<file path="src/rtl/lrgd_pkg.sv">
// Shared types, constants and helpers of the regression core.
// Used by the core, lrgd_ctrl, lrgd_dp and lrgd_div; depends on nothing.
package lrgd_pkg;

  localparam int MAX_SAMPLES_DEF = 4096;
  localparam int X_W    = 17;
  localparam int Y_W    = 32;
  localparam int COEF_W = 32;
  localparam int COST_W = 40;
  localparam int LR_W   = 16;
  localparam int ITER_W = 16;
  localparam int SUM_W  = 64;
  localparam int IDX_W  = 8;

  localparam logic [LR_W-1:0]   LR_RESET   = 16'd11469;
  localparam logic [ITER_W-1:0] ITER_RESET = 16'd1000;

  // Register indexes
  localparam logic [IDX_W-1:0] CFG_LEARNING_RATE     = 8'd0;
  localparam logic [IDX_W-1:0] CFG_ITERATION_COUNT   = 8'd1;
  localparam logic [IDX_W-1:0] CFG_INITIAL_SLOPE     = 8'd2;
  localparam logic [IDX_W-1:0] CFG_INITIAL_INTERCEPT = 8'd3;

  typedef enum logic [2:0] {
    ST_LOAD, ST_SWEEP, ST_DRAIN, ST_DIV, ST_MUL, ST_EMIT
  } ctrl_state_t;

  typedef enum logic [1:0] {
    SEL_SLOPE, SEL_INTERCEPT, SEL_COST
  } div_sel_t;

  typedef struct packed {
    logic     load;
    logic     init;
    logic     sweep_clr;
    logic     rd_en;
    logic     div_start;
    div_sel_t div_sel;
    logic     mul_start;
    logic     upd_a;
    logic     upd_b;
    logic     emit;
  } cmd_t;

  typedef struct packed {
    logic rd_last;
    logic pipe_busy;
    logic div_done;
    logic mul_done;
    logic out_busy;
  } stat_t;

  // Clamp a wide signed value to 32 bits
  function automatic logic signed [COEF_W-1:0] sat32(input logic signed [57:0] v);
    logic same;
    same = (&v[57:31]) | ~(|v[57:31]);
    if (same) sat32 = v[31:0];
    else if (v[57]) sat32 = {1'b1, {(COEF_W-1){1'b0}}};
    else sat32 = {1'b0, {(COEF_W-1){1'b1}}};
  endfunction

endpackage

</file>
<file path="src/rtl/lrgd_ctrl.sv">
// Sequencer of the regression core: loading, sweeps, divides, updates.
// Depends on lrgd_pkg; drives lrgd_dp through cmd_t.
module lrgd_ctrl (
  input  logic                         clk,
  input  logic                         rst_n,
  input  logic                         in_tvalid,
  input  logic                         in_tlast,
  output logic                         in_tready,
  input  logic [lrgd_pkg::ITER_W-1:0]  iter_cfg,
  input  lrgd_pkg::stat_t              stat,
  output lrgd_pkg::cmd_t               cmd
);
  lrgd_pkg::ctrl_state_t      state_r, state_nxt;
  lrgd_pkg::div_sel_t         sel_r, sel_nxt;
  logic                       cost_r, cost_nxt;
  logic [lrgd_pkg::ITER_W-1:0] iter_r, iter_nxt;
  logic [lrgd_pkg::ITER_W-1:0] iter_inc;

  always_ff @(posedge clk) begin
    if (!rst_n) begin
      state_r <= lrgd_pkg::ST_LOAD;
      sel_r   <= lrgd_pkg::SEL_SLOPE;
      cost_r  <= 1'b0;
      iter_r  <= '0;
    end else begin
      state_r <= state_nxt;
      sel_r   <= sel_nxt;
      cost_r  <= cost_nxt;
      iter_r  <= iter_nxt;
    end
  end

  assign iter_inc = iter_r + lrgd_pkg::ITER_W'(1);

  // Next state and commands
  always_comb begin
    state_nxt   = state_r;
    sel_nxt     = sel_r;
    cost_nxt    = cost_r;
    iter_nxt    = iter_r;
    cmd         = '0;
    cmd.div_sel = sel_r;
    in_tready   = 1'b0;
    case (state_r)
      lrgd_pkg::ST_LOAD: begin
        // hold off a closing word while the last result waits
        in_tready = !stat.out_busy || !in_tlast;
        if (in_tvalid && in_tready) begin
          cmd.load = 1'b1;
          if (in_tlast) begin
            cmd.init      = 1'b1;
            cmd.sweep_clr = 1'b1;
            iter_nxt      = '0;
            cost_nxt      = (iter_cfg == '0);
            state_nxt     = lrgd_pkg::ST_SWEEP;
          end
        end
      end
      lrgd_pkg::ST_SWEEP: begin
        cmd.rd_en = 1'b1;
        if (stat.rd_last) state_nxt = lrgd_pkg::ST_DRAIN;
      end
      lrgd_pkg::ST_DRAIN: begin
        if (!stat.pipe_busy) begin
          sel_nxt       = cost_r ? lrgd_pkg::SEL_COST : lrgd_pkg::SEL_SLOPE;
          cmd.div_sel   = sel_nxt;
          cmd.div_start = 1'b1;
          state_nxt     = lrgd_pkg::ST_DIV;
        end
      end
      lrgd_pkg::ST_DIV: begin
        if (stat.div_done) begin
          if (sel_r == lrgd_pkg::SEL_COST) begin
            state_nxt = lrgd_pkg::ST_EMIT;
          end else begin
            cmd.mul_start = 1'b1;
            state_nxt     = lrgd_pkg::ST_MUL;
          end
        end
      end
      lrgd_pkg::ST_MUL: begin
        if (stat.mul_done) begin
          if (sel_r == lrgd_pkg::SEL_SLOPE) begin
            cmd.upd_a     = 1'b1;
            sel_nxt       = lrgd_pkg::SEL_INTERCEPT;
            cmd.div_sel   = lrgd_pkg::SEL_INTERCEPT;
            cmd.div_start = 1'b1;
            state_nxt     = lrgd_pkg::ST_DIV;
          end else begin
            cmd.upd_b     = 1'b1;
            iter_nxt      = iter_inc;
            cost_nxt      = (iter_inc == iter_cfg);
            cmd.sweep_clr = 1'b1;
            state_nxt     = lrgd_pkg::ST_SWEEP;
          end
        end
      end
      lrgd_pkg::ST_EMIT: begin
        cmd.emit  = 1'b1;
        state_nxt = lrgd_pkg::ST_LOAD;
      end
      default: state_nxt = lrgd_pkg::ST_LOAD;
    endcase
  end
endmodule

</file>
<file path="config.mk">
export PLATFORM = sky130hd
export DESIGN_NAME = lrgd_ctrl
export DESIGN_NICKNAME = d
export VERILOG_FILES = /design/src/rtl/lrgd_pkg.sv /design/src/rtl/lrgd_ctrl.sv
export SDC_FILE = /design/constraint.sdc
export NUM_CORES = 1
export LEC_CHECK = 0
export ABC_CLOCK_PERIOD_IN_PS = 2200
export BUFFER_PORTS_ARGS = -buffer_cell sky130_fd_sc_hd__buf_4
export CAP_MARGIN = 20
export CORE_MARGIN = 3
export CORE_UTILIZATION = 31
export CTS_BUF_LIST = sky130_fd_sc_hd__clkbuf_4 sky130_fd_sc_hd__clkbuf_8
export DETAILED_ROUTE_END_ITERATION = 8
export PLACE_DENSITY = 0.58
export SLEW_MARGIN = 20
export SYNTH_ARGS = -nofsm -noshare
export SYNTH_HDL_FRONTEND = slang
export SYNTH_SLANG_ARGS = --single-unit
</file>
<file path="constraint.sdc">
create_clock -name clk -period 2.2 [get_ports clk]
set_clock_uncertainty 0.05 [all_clocks]
set_input_delay 0.66 -clock clk [delete_from_list [all_inputs] [get_ports clk]]
set_output_delay 0.66 -clock clk [all_outputs]
set_load 0.005 [all_outputs]
</file>
# [After elaboration in Yosys (flattened, before gate mapping)]
# Index checks and enable logic that the tools add are counted.
[op_classes] add_sub_neg=1 n_eq_ne=15 n_mux=43 reduce_logical=12
[op_table] cell="16-bit 2-to-1 mux" n=4
[op_table] cell="16-bit one-hot mux with 2 select lines" n=1
[op_table] cell="3-bit 2-to-1 mux" n=10
[op_table] cell="2-bit 2-to-1 mux" n=9
[op_table] cell="16-bit by 1-bit adder with 16-bit output (second input constant)" n=1
[op_table] cell="16-bit == test" n=1
[op_table] cell="16-bit zero test" n=1
[op_table] cell="2-bit inequality test (second input constant)" n=8
[op_table] cell="3-bit one-hot mux with 5 select lines" n=1
[op_table] cell="1-bit 2-to-1 mux" n=14
[op_table] cell="3-bit by 2-bit == test with 1-bit output (second input constant)" n=2
[op_table] cell="3-bit == test (second input constant)" n=2
[op_table] cell="3-bit one-hot mux with 2 select lines" n=1
[op_table] cell="6-bit AND reduction" n=1
[op_table] cell="5-bit AND reduction" n=1
[op_table] cell="1-bit one-hot mux with 2 select lines" n=2
[op_table] cell="2-bit one-hot mux with 2 select lines" n=1
[op_table] cell="4-bit AND reduction" n=1
[op_table] cell="2-bit nonzero test" n=2
[op_table] cell="3-bit by 1-bit == test with 1-bit output (second input constant)" n=1
[op_table] cell="3-bit zero test" n=1
[op_table] cell="2-bit == test (second input constant)" n=1
[op_table] cell="1-bit zero test" n=2
[op_table] cell="2-bit zero test" n=1
[op_table] cell="other kinds (2)" n=2
[word_totals] ff_bits=22 elab_cells=75

# [Longest topological paths before layout]
[depth] ltp_word=5 depth_mapped=9 ltp_nobuf=8

# [Worst setup path after synthesis]
# OpenSTA, ideal clock, no wires.
[synth_path] path_kind="input to output" from="input port in_tlast" to="output port cmd[10] in the netlist's numbering" arrival_ps=1416 slack_ps=74 stages=2 n_path_buf=0 path_cell_list="a2111oi_0 and2_1"
[synth_lines] element="from (decl)" line="lrgd_ctrl.sv:7" source="input logic in_tlast,"
[synth_lines] element="to (decl)" line="lrgd_ctrl.sv:11" source="output lrgd_pkg::cmd_t cmd"

==> results by group <==
Die
  • Horiz. Die Dim: 82.2 um
  • Die H: 82.2 um
  • Core Rows: 27
  • I/O pin total: 37
  • Initial Utilization: 32.3%
  • Core box area: 5570 sq um
  • Total Die Area: 6760 sq um

Finish
  • Nets@finish: 312
  • Post-Layout Inst Area: 2410 sq um
  • Share of cells above drive strength 1: 33.3%
  • Syn-to-layout area delta: 33.7%
  • N_diodes: 0
  • Filler cells: 581

Critical path
  • Worst R2R End: cost_r
  • Cell family with most CP delay: buffers and inverters
  • CP Launch Type: input port
  • Worst r2r src: iter_r[1]
  • Crit path max-delay cell type: buf_4
  • WP data required: 1.49 ns
  • Worst setup path class: in2out
  • CP Max Fanout: 4
  • Slowest stage delay, CP: 0.16 ns
  • Buf/Inv on CP: 3
  • Worst-path cell chain: buf_4 > nand2b_4 > nor3_1 > buf_4 > nand2_1 > o21ai_2 > buf_4
  • Cell mode on critical path: buf_4
  • Reg2Reg Depth: 7
  • Crit. End Element: output port
  • R2r setup slk: 0.18 ns
  • Arrival @ worst endpoint: 1.47 ns

Drt
  • Total number of vias: 1,857
  • DR WL/cell: 14.5 um
  • Detailed Route Iter0 Violations: 74
  • WL final: 5.16 mm
  • DR pass1 iterations: 4
  • Detail Route Antenna Nets: 0
  • DRC Markers: 0
  • Vias/cell: 5.20

Global route
  • Global route overflow: 0
  • First-pass GRT wire length: 8.05 mm
  • Vias in the first global route: 1,657
  • All-Layer GR Usage: 15.5%
  • Antenna violations before repair: 0
  • Pin count of the biggest net entering global routing: 24

Timing
  • RSZ-0062 raised after global routing: yes
  • Slew margin rel.: 66.8%
  • Worst-Margin Slew: 0.493 ns
  • Tmin final: 2.18 ns
  • Max Slew Vio Count: 0
  • Achievable Freq: 459 MHz
  • Setup Viol. Count Final: 0
  • Setup TNS: 0 ns
  • Min Hold Slack: 0.484 ns
  • Setup ws final: 0.0217 ns
  • Tcrit/Tclk final: 99.0%
  • Hold Vio Cnt, Final: 0

Outcome
  • Outcome: complete, no violations

Yosys
  • Synth top cells by count: dfxtp_1, nand2_1, o21ai_0, xnor2_1, nor2_1
  • Ys flop type: dfxtp_1
  • Synth Area in Compound Gates: 21.6%
  • Post-Syn Area: 1800 sq um
  • Largest family of logic cells by synthesized area: simple AND/OR/NAND/NOR gates
  • Adder-Cell Fraction of Synth Area: 0.694%
  • Most common cell in the synthesized netlist: dfxtp_1
  • FF+latch count, synth: 22
  • Post-synth cell types: 56
  • Share of the synthesized area in the top cell type: 24.4%
  • Synthesized area per cell: 7.60 sq um
  • Register area share after synthesis: 24.4%
  • Largest area contributor in the netlist: dfxtp_1
  • Most area-consuming cells after synthesis: dfxtp_1, xnor2_1, o21ai_0
  • Synth warnings: 0
  • Simple-gate share of the synthesized area: 34.8%
  • Post-Synthesis Cells: 237
  • Mapped Nets: 263
  • EDFF count, synth: 0
  • Async S/R FF share, synth: 0%
  • Xor/xnor cell area share of the yosys netlist: 10.7%
  • Post-synthesis mux area share: 1.18%

Clocking
  • CTS tree: yes
  • CTS buffer count: 3
  • H-tree depth: 1
  • Worst skew pair latency: 0.26 ns
  • Clock tree sinks: 22
  • Maximum clock path buffer count: 2
  • Root buffer cell: clkbuf_8
  • CTS clk-pin slew, worst paths: 0.08 ns

Placed design
  • Area after DPL: 2220 sq um
  • DP HPWL: 3.85 mm
  • Routability cong.: 0.794
  • Pre-CTS setup slack: -0.119 ns
  • I/O Buffers: 36

Power and ir drop
  • PwrDens: 441 nW/um^2
  • Leakage power: 0.000943 uW
  • Max VDD drop: 320 uV

Hold path
  • Hold Crit Depth: 1
  • Hold EP: iter_r[7]
  • Worst Hold Class: reg2reg
  • Hold Startpoint: iter_r[7]

Flow run
  • Max Cap Viol: 0
[flip-flops by register name (all words and copies together), names as in the netlist]
signal and count:
cost_r 1, iter_r 16, sel_r 2, state_r 3
[how the worst max path moves through the flow]
stage / startpoint / endpoint / slack, ns / cells past startpoint
4_1_cts: stat[0] / cmd[8] / -0.04 / 7
6_report: stat[3] / cmd[5] / 0.02 / 7
3_5_place_dp: in_tlast / cmd[10] / -0.12 / 4
2_1_floorplan: in_tlast / cmd[10] / 0.07 / 2
3_3_place_gp: in_tlast / cmd[10] / -0.07 / 4
5_1_grt: stat[0] / cmd[8] / -0.04 / 7
[layout by cell type (no fill, tap or decap), types with 2 or more instances in the layout]
master,instances
nor3b_1,2
nand4_1,4
nand3_1,8
o2111ai_1,2
or4_1,3
nor4_1,7
a21boi_0,9
inv_1,4
o21ai_0,17
nor3_1,7
nor2b_1,8
dfxtp_1,19
or3_1,5
dfxtp_4,2
a21oi_1,10
nand2_1,19
xor2_1,7
clkbuf_8,4
a21oi_2,2
or2_2,2
inv_2,2
buf_6,3
o21a_1,4
o41ai_1,2
nor2_1,12
a2111oi_2,2
xnor2_1,15
nand2b_1,3
and2_1,8
nand3_2,2
buf_4,58
[cell families after synthesis]
logic type	Yosys count
flip-flops	22
multiplexers	2
adder cells (fa/ha/maj)	1
AO/OA/AOI/OAI	59
XOR/XNOR	22
buffers and inverters	24
AND/OR/NAND/NOR	107
[through the flow]
step	util [%]	std cells	power, uW
6_report	43.2	357	1060
5_1_grt	43.2	357	1120
4_1_cts	41.2	352	1040
3_5_place_dp	39.8	347	724
3_3_place_gp	39.8	347	723
2_1_floorplan	-	237	583
[routing by layer]
metal | track usage, % | up-vias | part of all wire, %
met3 | 3.36 | 10 | 5.7
met5 | 0 | - | 0
met2 | 26.2 | 45 | 48
met4 | 4.32 | 0 | 1.6
li1 | - | 946 | -
met1 | 19.8 | 856 | 44
[cell type report]
type	count	area (sq um)	area share [%]
Clock buffer	4	55.1	2.29
Inverter	6	22.5	0.935
Sequential cell	22	449	18.6
Timing Repair Buffer	62	489	20.3
Multi-Input combinational cell	191	1300	54.1
Tap cell	72	90.1	3.74
[timing repair]
action / in CTS / in global routing
buffers inserted: 1 / 5
gates resized for setup: 5 / 19
endpoints found under the setup margin: 7 / 8
hold buffers: 0 / 0
pin swaps: 1 / 2
[power by group]
group / internal (uW) / total [uW] / switching [uW]
Combinational: 192 / 344 / 152
Sequential: 410 / 424 / 13.9
Clock: 160 / 293 / 133
No activity file was read; power rests on OpenSTA's default activity.
